[src/design/lde_ram.sv]
// ----------------------------------------------------------------------------
// lde_ram: generic single-port RAM
// Reads and writes share the one address i_addr; the read data is registered, and on a write it holds the old word.
// ----------------------------------------------------------------------------
module lde_ram #(
    parameter int WIDTH = 8,
    parameter int DEPTH = 16
) (
    input  logic                     i_clk,
    input  logic                     i_we,
    input  logic [$clog2(DEPTH)-1:0] i_addr,
    input  logic [WIDTH-1:0]         i_wdata,
    output logic [WIDTH-1:0]         o_rdata
);
    logic [WIDTH-1:0] r_mem [DEPTH];

    always_ff @(posedge i_clk) begin
        if (i_we) begin
            r_mem[i_addr] <= i_wdata;
        end
        o_rdata <= r_mem[i_addr];
    end
endmodule

[config.mk]
export PLATFORM = sky130hd
export DESIGN_NAME = lde_ram
export DESIGN_NICKNAME = d
export VERILOG_FILES = /design/src/design/lde_ram.sv
export SDC_FILE = /design/constraint.sdc
export NUM_CORES = 1
export LEC_CHECK = 0
export BUFFER_PORTS_ARGS = -buffer_cell sky130_fd_sc_hd__clkbuf_2
export CORE_MARGIN = 2
export CORE_UTILIZATION = 56
export CTS_BUF_LIST = sky130_fd_sc_hd__clkbuf_8
export CTS_CLUSTER_DIAMETER = 50
export DETAILED_ROUTE_END_ITERATION = 10
export PLACE_DENSITY = 0.72
export SLEW_MARGIN = 20
export SYNTH_ARGS = -nofsm -noshare
export SYNTH_HDL_FRONTEND = slang
export SYNTH_SLANG_ARGS = --single-unit
[constraint.sdc]
create_clock -name i_clk -period 3.7 [get_ports i_clk]
set_input_delay 0.74 -clock i_clk [delete_from_list [all_inputs] [get_ports i_clk]]
set_output_delay 0.74 -clock i_clk [all_outputs]
set_load 0.03 [all_outputs]
# == Word level (Yosys, flattened, before mapping) ==
# Memory sizes are Yosys's and may differ from the RTL's. A register that Yosys moved wholly into a read port is not among the register bits.
# Index checks and enable logic that the tools add are counted.
# totals
output_inout_bits,8
n_memories,1
input_bits,14
ramBits,128
regBits,0
# classes
muxes,2
# mem_list
memory,depth,width,read_ports,rd_clocked_by_memory_dff,wr,line_no,text
r_mem,16,8,1,1,1,15,logic [WIDTH-1:0] r_mem [DEPTH];
# op_table
operator,n
1-bit 2-to-1 mux,2

# == Longest topological paths before layout ==
# Gate-level depths: netlist of the first run.
# depth
ltp_word,2
ltp_mapped,5
depth_no_buf,3

# == Worst setup path before layout of the first run ==
# No wires, ideal clock.
# synth_timing
kind,input -> register
from,input port i_addr[2]
to,"memory r_mem[0][0], enable pin"
setup_time_ns,0.383
t_arrival_ns,1.850
path_slack_ns,1.467
path_stages,2
path_cell_list,or3b_2 -> nor3_1
# synth_rtl
element,line_no,text
from (decl),11,"input logic [$clog2(DEPTH)-1:0] i_addr,"
to (decl),15,
# Straight into the memory's write port.

# == Final worst setup path of the first run ==
# layout_timing
from,input port i_addr[1]
to,"memory r_mem[3][2], enable pin"
# Straight into the memory's write port.

==> results of run 1 <==
## synthesized netlist by cell type
cell	instances
nand2_1	9
nand2b_1	2
nor2b_1	2
edfxtp_1	128
a22oi_1	16
nor2_1	13
clkbuf_1	2
dfxtp_1	8
and2_1	1
buf_2	2
buf_1	4
or3b_2	1
mux4_2	32
clkbuf_2	1
buf_6	2
nand3_1	1
nand3b_1	2
nor3_1	4
## where the power goes
part	switching (mW)	internal, mW	total [mW]
registers	0.00893	1.72	1.73
clock network	0.564	0.529	1.09
logic	0.113	0.0653	0.178
## worst max-delay path, cell delays in order
cell,delay (ps)
clkbuf_2,530
nand2_1,260
nor2_1,660
## layout make-up
| cell class | count | area share, % |
|---|---|---|
| Clock buffer | 17 | 4.12 |
| Tap cell | 108 | 2.38 |
| Multi-Input combinational cell | 83 | 17.7 |
| Clock inverter | 15 | 2.27 |
| Timing Repair Buffer | 28 | 3.00 |
| Sequential cell | 136 | 70.5 |
## cell usage in the layout, fill, tap and decap left out
cell type / netlist / layout
a22oi_1: 16 / 16
and2_1: 1 / 1
buf_12: 0 / 1
buf_4: 0 / 6
bufinv_16: 0 / 1
clkbuf_2: 1 / 21
clkbuf_8: 0 / 17
clkinv_2: 0 / 3
clkinv_4: 0 / 1
clkinvlp_4: 0 / 6
dfxtp_1: 8 / 8
edfxtp_1: 128 / 128
inv_1: 0 / 1
inv_6: 0 / 3
mux4_2: 32 / 32
nand2_1: 9 / 9
nand2b_1: 2 / 2
nand3_1: 1 / 1
nand3b_1: 2 / 2
nor2_1: 13 / 13
nor2b_1: 2 / 2
nor3_1: 4 / 4
or3b_2: 1 / 1
## path summary, 6_finish.rpt
check | to | depth (start not counted) | slack [ps]
min | o_rdata[5] | 3 | 700
min reg2reg | o_rdata[5] | 3 | 700
max | r_mem[3][2] | 3 | 1550
max reg2reg | o_rdata[0] | 3 | 2360
## layer usage
metal / GRT usage (%) / vias up / routed length [um]
met5: 0 / - / 0
met2: 30.8 / 82 / 4570
met3: 6.39 / 14 / 721
met4: 7.90 / 0 / 176
li1: - / 1032 / -
met1: 29.6 / 1210 / 3920
## flip-flops by register name (all words and copies together), names as in the netlist
signal   cells
r_mem      128
o_rdata      8
## cell families after synthesis
family / share of synthesized area, %
DFF: 79.0
and+or+nand+nor: 3.21
muxes: 14.2
AOI/OAI and AO/OA: 2.37
buffers and inverters: 1.19
## metrics by stage
step                hold WS (ps)  instance area (um^2)  setup slack, ps  instances
finish                       695                  5680             1550        387
global placement             678                  5310             1120        355
floorplan                    635                  5070             1470        230
detailed placement           689                  5310             1060        355
CTS                          706                  5680             1520        387
global route                 734                  5680             1420        387
==> flow_summary_export.csv, run 1 <==
group,metric,value,unit
status,status,"completed",
hold_path,worstHoldStart,"r_mem[10][5]",
clocking,path_clk_slew,70,ps
floorplan,fp.dieW,99.1,um
pwr,power,3.00,mW
drt,wirelength,9390,um
flow_run,cap_violations,0,
sta,finalHoldViolCount,0,
worst_setup_path,cp.arrival,2220,ps
worst_setup_path,crit_path_end_kind,"flop",
final_layout,multiInputGateArea,1000,um^2
synth,ys_warn_count,0,
clocking,clock_latency,430,ps
floorplan,coreArea,8760,um^2
drt,ant_nets,0,
synth,seq_area_frac_synth,79.0,%
worst_setup_path,startpoint_type,"input port",
sta,fin_worst_skew,10.8,ps
drt,drc,0,
place,dp_hpwl,6020,um
floorplan,die_y,99.1,um
clocking,clock_sinks,136,
clocking,cts_setup_buffers,0,
floorplan,ios,22,
floorplan,rows,34,
synth,netlist_top_cells_area,"edfxtp_1 76%, mux4_2 14%, dfxtp_1 3.2%",
drt,via_count,2338,
clocking,cts_buffer_depth,2,
clocking,cts-root-buf,"clkbuf_8",
worst_setup_path,r2r-start,"r_mem[11][0]",
final_layout,utilization,64.8,%
final_layout,seq_area,4000,um^2
place,port_buffers,21,
floorplan,initial_core_util,57.8,%
global_route,grt_antenna_before_repair,0,
sta,fin_crit,2150,ps
synth,avgSynthCellArea,22.0,um^2
synth,synthDominantCellAreaShare,75.9,%
final_layout,num-nets-final,280,
drt,first_iter_violations,188,
final_layout,drive_gt1_share,33.0,%
synth,syn_nets,244,
synth,netlist_instances,230,
clocking,htreeDepth,4,
sta,max-slew-margin-rel,46.4,%
worst_setup_path,cp_data_required_time,3760,ps
final_layout,synthToLayoutAreaGrowth,12.0,%
clocking,cts_tree,"built",
global_route,grt_first_pass_wirelength,14100,um
sta,rsz0062_at_grt,"no",
synth,synth-seq-cells,136,
floorplan,die_area,9830,um^2
pwr,power.density,529,nW/um^2
clocking,cts-buffers-inserted,17,
clocking,ctsHoldBuffers,0,
pwr,ir_drop,0.238,mV
global_route,grt_usage,20.7,%
sta,fin_tns_setup,0,ps
synth,synth_top_area_cell,"edfxtp_1",
pwr,leakage,1.83,nW
drt,wl_per_cell,24.3,um
sta,setup_violations,0,
sta,report.final.slew_viol_count,0,
sta,layout_worst_path_cycle_share,58.2,%
worst_setup_path,critical_path_class,"input port to flop",
sta,clock.fmax,465,MHz
synth,ys_types,18,
clocking,cts_resized,0,
worst_setup_path,startpoint,"i_addr[1]",
global_route,overflow,0,
hold_path,holdCritPathClass,"flop to flop",
sta,tightest_slew,801,ps
worst_setup_path,path_max_fanout,27,
global_route,grt_max_degree,28,
final_layout,n_fill_cell,572,
global_route,grt_pass1_vias,2371,
drt,vias_per_cell,6.04,
drt,dr.pass1.iters,4,
final_layout,antenna_cells,0,
place,place_congestion,0.714,
synth,synth_area,5070,um^2
Note: power is estimated with default switching activity, not from simulation.
==> run 2: changes to the inputs <==
==> constraint.sdc (replaced) <==
create_clock -name i_clk -period 2.2 [get_ports i_clk]
set_input_delay 0.44 -clock i_clk [delete_from_list [all_inputs] [get_ports i_clk]]
set_output_delay 0.44 -clock i_clk [all_outputs]
set_load 0.03 [all_outputs]
==> flow_summary_export.csv, run 2 (synthesis results as in run 1) <==
group,metric,value,unit
pwr,p_clk_share,36.8,%
pwr,swShare,21.3,%
hold_path,worstHoldStart,"i_wdata[3]",
worst_setup_path,r2r-end,"o_rdata[5]",
sta,rsz0062_at_grt,"no",
place,dp_hpwl,5940,um
worst_setup_path,r2r-start,"r_mem[3][5]",
place,place_congestion,0.732,
final_layout,synthToLayoutAreaGrowth,15.4,%
final_layout,final_area,5850,um^2
clocking,clock_sinks,136,
sta,fin_tns_setup,0,ps
worst_setup_path,crit_path_end_kind,"output pin",
sta,finalHoldViolCount,0,
pwr,p_sw,1.09,mW
worst_setup_path,r2r_setup_slack,800,ps
floorplan,rows,34,
pwr,combPwrFrac,6.0,%
global_route,grt_max_degree,29,
final_layout,drive_gt1_share,35.6,%
global_route,grt_pass1_vias,2530,
worst_setup_path,cp_data_required_time,1760,ps
clocking,cts-buffers-inserted,17,
pwr,p_int,4.01,mW
floorplan,initial_core_util,57.8,%
clocking,cts_tree,"built",
pwr,seqPwrFrac,57.2,%
sta,fin_crit,1470,ps
final_layout,largest_reg_flops,128,
global_route,overflow,0,
clocking,ctsHoldBuffers,0,
place,port_buffers,21,
worst_setup_path,crit_path_cell_trace,"clkbuf_2",
sta,report.final.slew_viol_count,0,
drt,drc,0,
pwr,leakage,1.95,nW
place,placed_area,5470,um^2
worst_setup_path,startpoint_type,"flop",
final_layout,mostFrequentLayoutCell,"edfxtp_1",
worst_setup_path,critical_path.slowest_cell,"dfxtp_1",
clocking,cts-root-buf,"clkbuf_8",
worst_setup_path,crit_family,"flip-flops",
sta,tightest_slew,657,ps
drt,dr.pass1.iters,4,
floorplan,fp.dieW,99.1,um
drt,wl_per_cell,22.4,um
drt,first_iter_violations,167,
clocking,cts_resized,0,
sta,clock.fmax,678,MHz
floorplan,coreArea,8760,um^2
clocking,htreeDepth,4,
clocking,cts_buffer_depth,2,
worst_setup_path,cp.buffers_inverters,1,
clocking,cts_setup_buffers,0,
flow_run,cap_violations,0,
floorplan,die_y,99.1,um
global_route,grt_usage,20.4,%
floorplan,ios,22,
pwr,power.density,872,nW/um^2
pwr,ir_drop,0.464,mV
final_layout,reg_top3,"r_mem (128), o_rdata (8)",
status,status,"completed",
hold_path,hold_end,"r_mem[6][3]",
global_route,grt_antenna_before_repair,0,
drt,vias_per_cell,5.88,
floorplan,die_area,9830,um^2
final_layout,utilization,66.7,%
drt,wirelength,9040,um
final_layout,antenna_cells,0,
final_layout,regMostFlops,"r_mem",
worst_setup_path,rr_worst_depth,3,
final_layout,most-common-layout-cells,"128 x edfxtp_1, 32 x mux4_2, 21 x clkbuf_2, 19 x buf_4, 17 x clkbuf_8",
sta,layout_worst_path_cycle_share,67.0,%
worst_setup_path,slowest_delay,380,ps
clocking,clock_latency,420,ps
hold_path,holdCritPathClass,"input port to flop",
worst_setup_path,critical_path_class,"flop to output pin",
worst_setup_path,cp.arrival,1030,ps
sta,setup_violations,0,
global_route,grt_first_pass_wirelength,14000,um
clocking,path_clk_slew,70,ps
worst_setup_path,path_max_fanout,1,
final_layout,num-nets-final,296,
hold_path,holdPathStages,1,
drt,via_count,2368,
sta,max-slew-margin-rel,56.0,%
sta,fin_worst_skew,12.3,ps
drt,ant_nets,0,
run 2: cell count changes in the layout (fill, tap and decap cells not counted), moves of 2 or more:
| cell | delta |
|---|---|
| inv_6 | -2 |
| clkinvlp_4 | -2 |
| inv_1 | +3 |
| buf_4 | +13 |
| buf_12 | +3 |
run 2: worst register-to-register path, delay by kind of cell (launching register included):
family / cells / cell delay (ps)
and+or+nand+nor: 1 / 140
muxes: 1 / 480
AOI/OAI and AO/OA: 1 / 280
DFF: 1 / 370
run 2: worst max-delay path by stage:
stage	startpoint	endpoint	slack [ps]	depth (start not counted)
5_1_grt	o_rdata[6]	o_rdata[6]	680	1
3_3_place_gp	i_addr[0]	o_rdata[1]	320	5
6_report	o_rdata[6]	o_rdata[6]	730	1
2_1_floorplan	i_addr[2]	r_mem[0][0]	270	2
4_1_cts	o_rdata[6]	o_rdata[6]	700	1
3_5_place_dp	i_addr[0]	o_rdata[1]	310	5
run 2: power groups by stage:
stage,clock network [mW],logic [mW],registers (mW)
CTS,1.91,0.309,2.91
global placement,0,0.305,2.97
floorplan,0,0.149,3.00
detailed placement,0,0.308,2.97
global route,2.00,0.330,2.92
finish,1.88,0.304,2.91
run 2: routing by layer:
layer | part of all wire, % | wire length, um | GRT usage (%) | up-vias
li1 | - | - | - | 1064
met1 | 42 | 3810 | 26.7 | 1225
met2 | 52 | 4700 | 32.8 | 68
met3 | 4.5 | 409 | 6.39 | 11
met4 | 1.3 | 118 | 7.06 | 0
met5 | 0 | 0 | 0 | -
run 2: final cells by class:
class	instances	area (um^2)
sequential	136	4000
timing repair buffer	44	328
multi-input combinational	83	1000
fill	548	2920
clock buffer	17	234
clock inverter	15	141
tap	108	135
run 2: through the flow:
stage / setup WS [ps] / total power [mW] / hold slack (ps) / std cells
2_1_floorplan: 267 / 3.15 / 539 / 230
3_3_place_gp: 320 / 3.27 / 653 / 371
3_5_place_dp: 310 / 3.28 / 657 / 371
4_1_cts: 698 / 5.14 / 430 / 403
5_1_grt: 680 / 5.25 / 440 / 403
6_report: 726 / 5.10 / 450 / 403
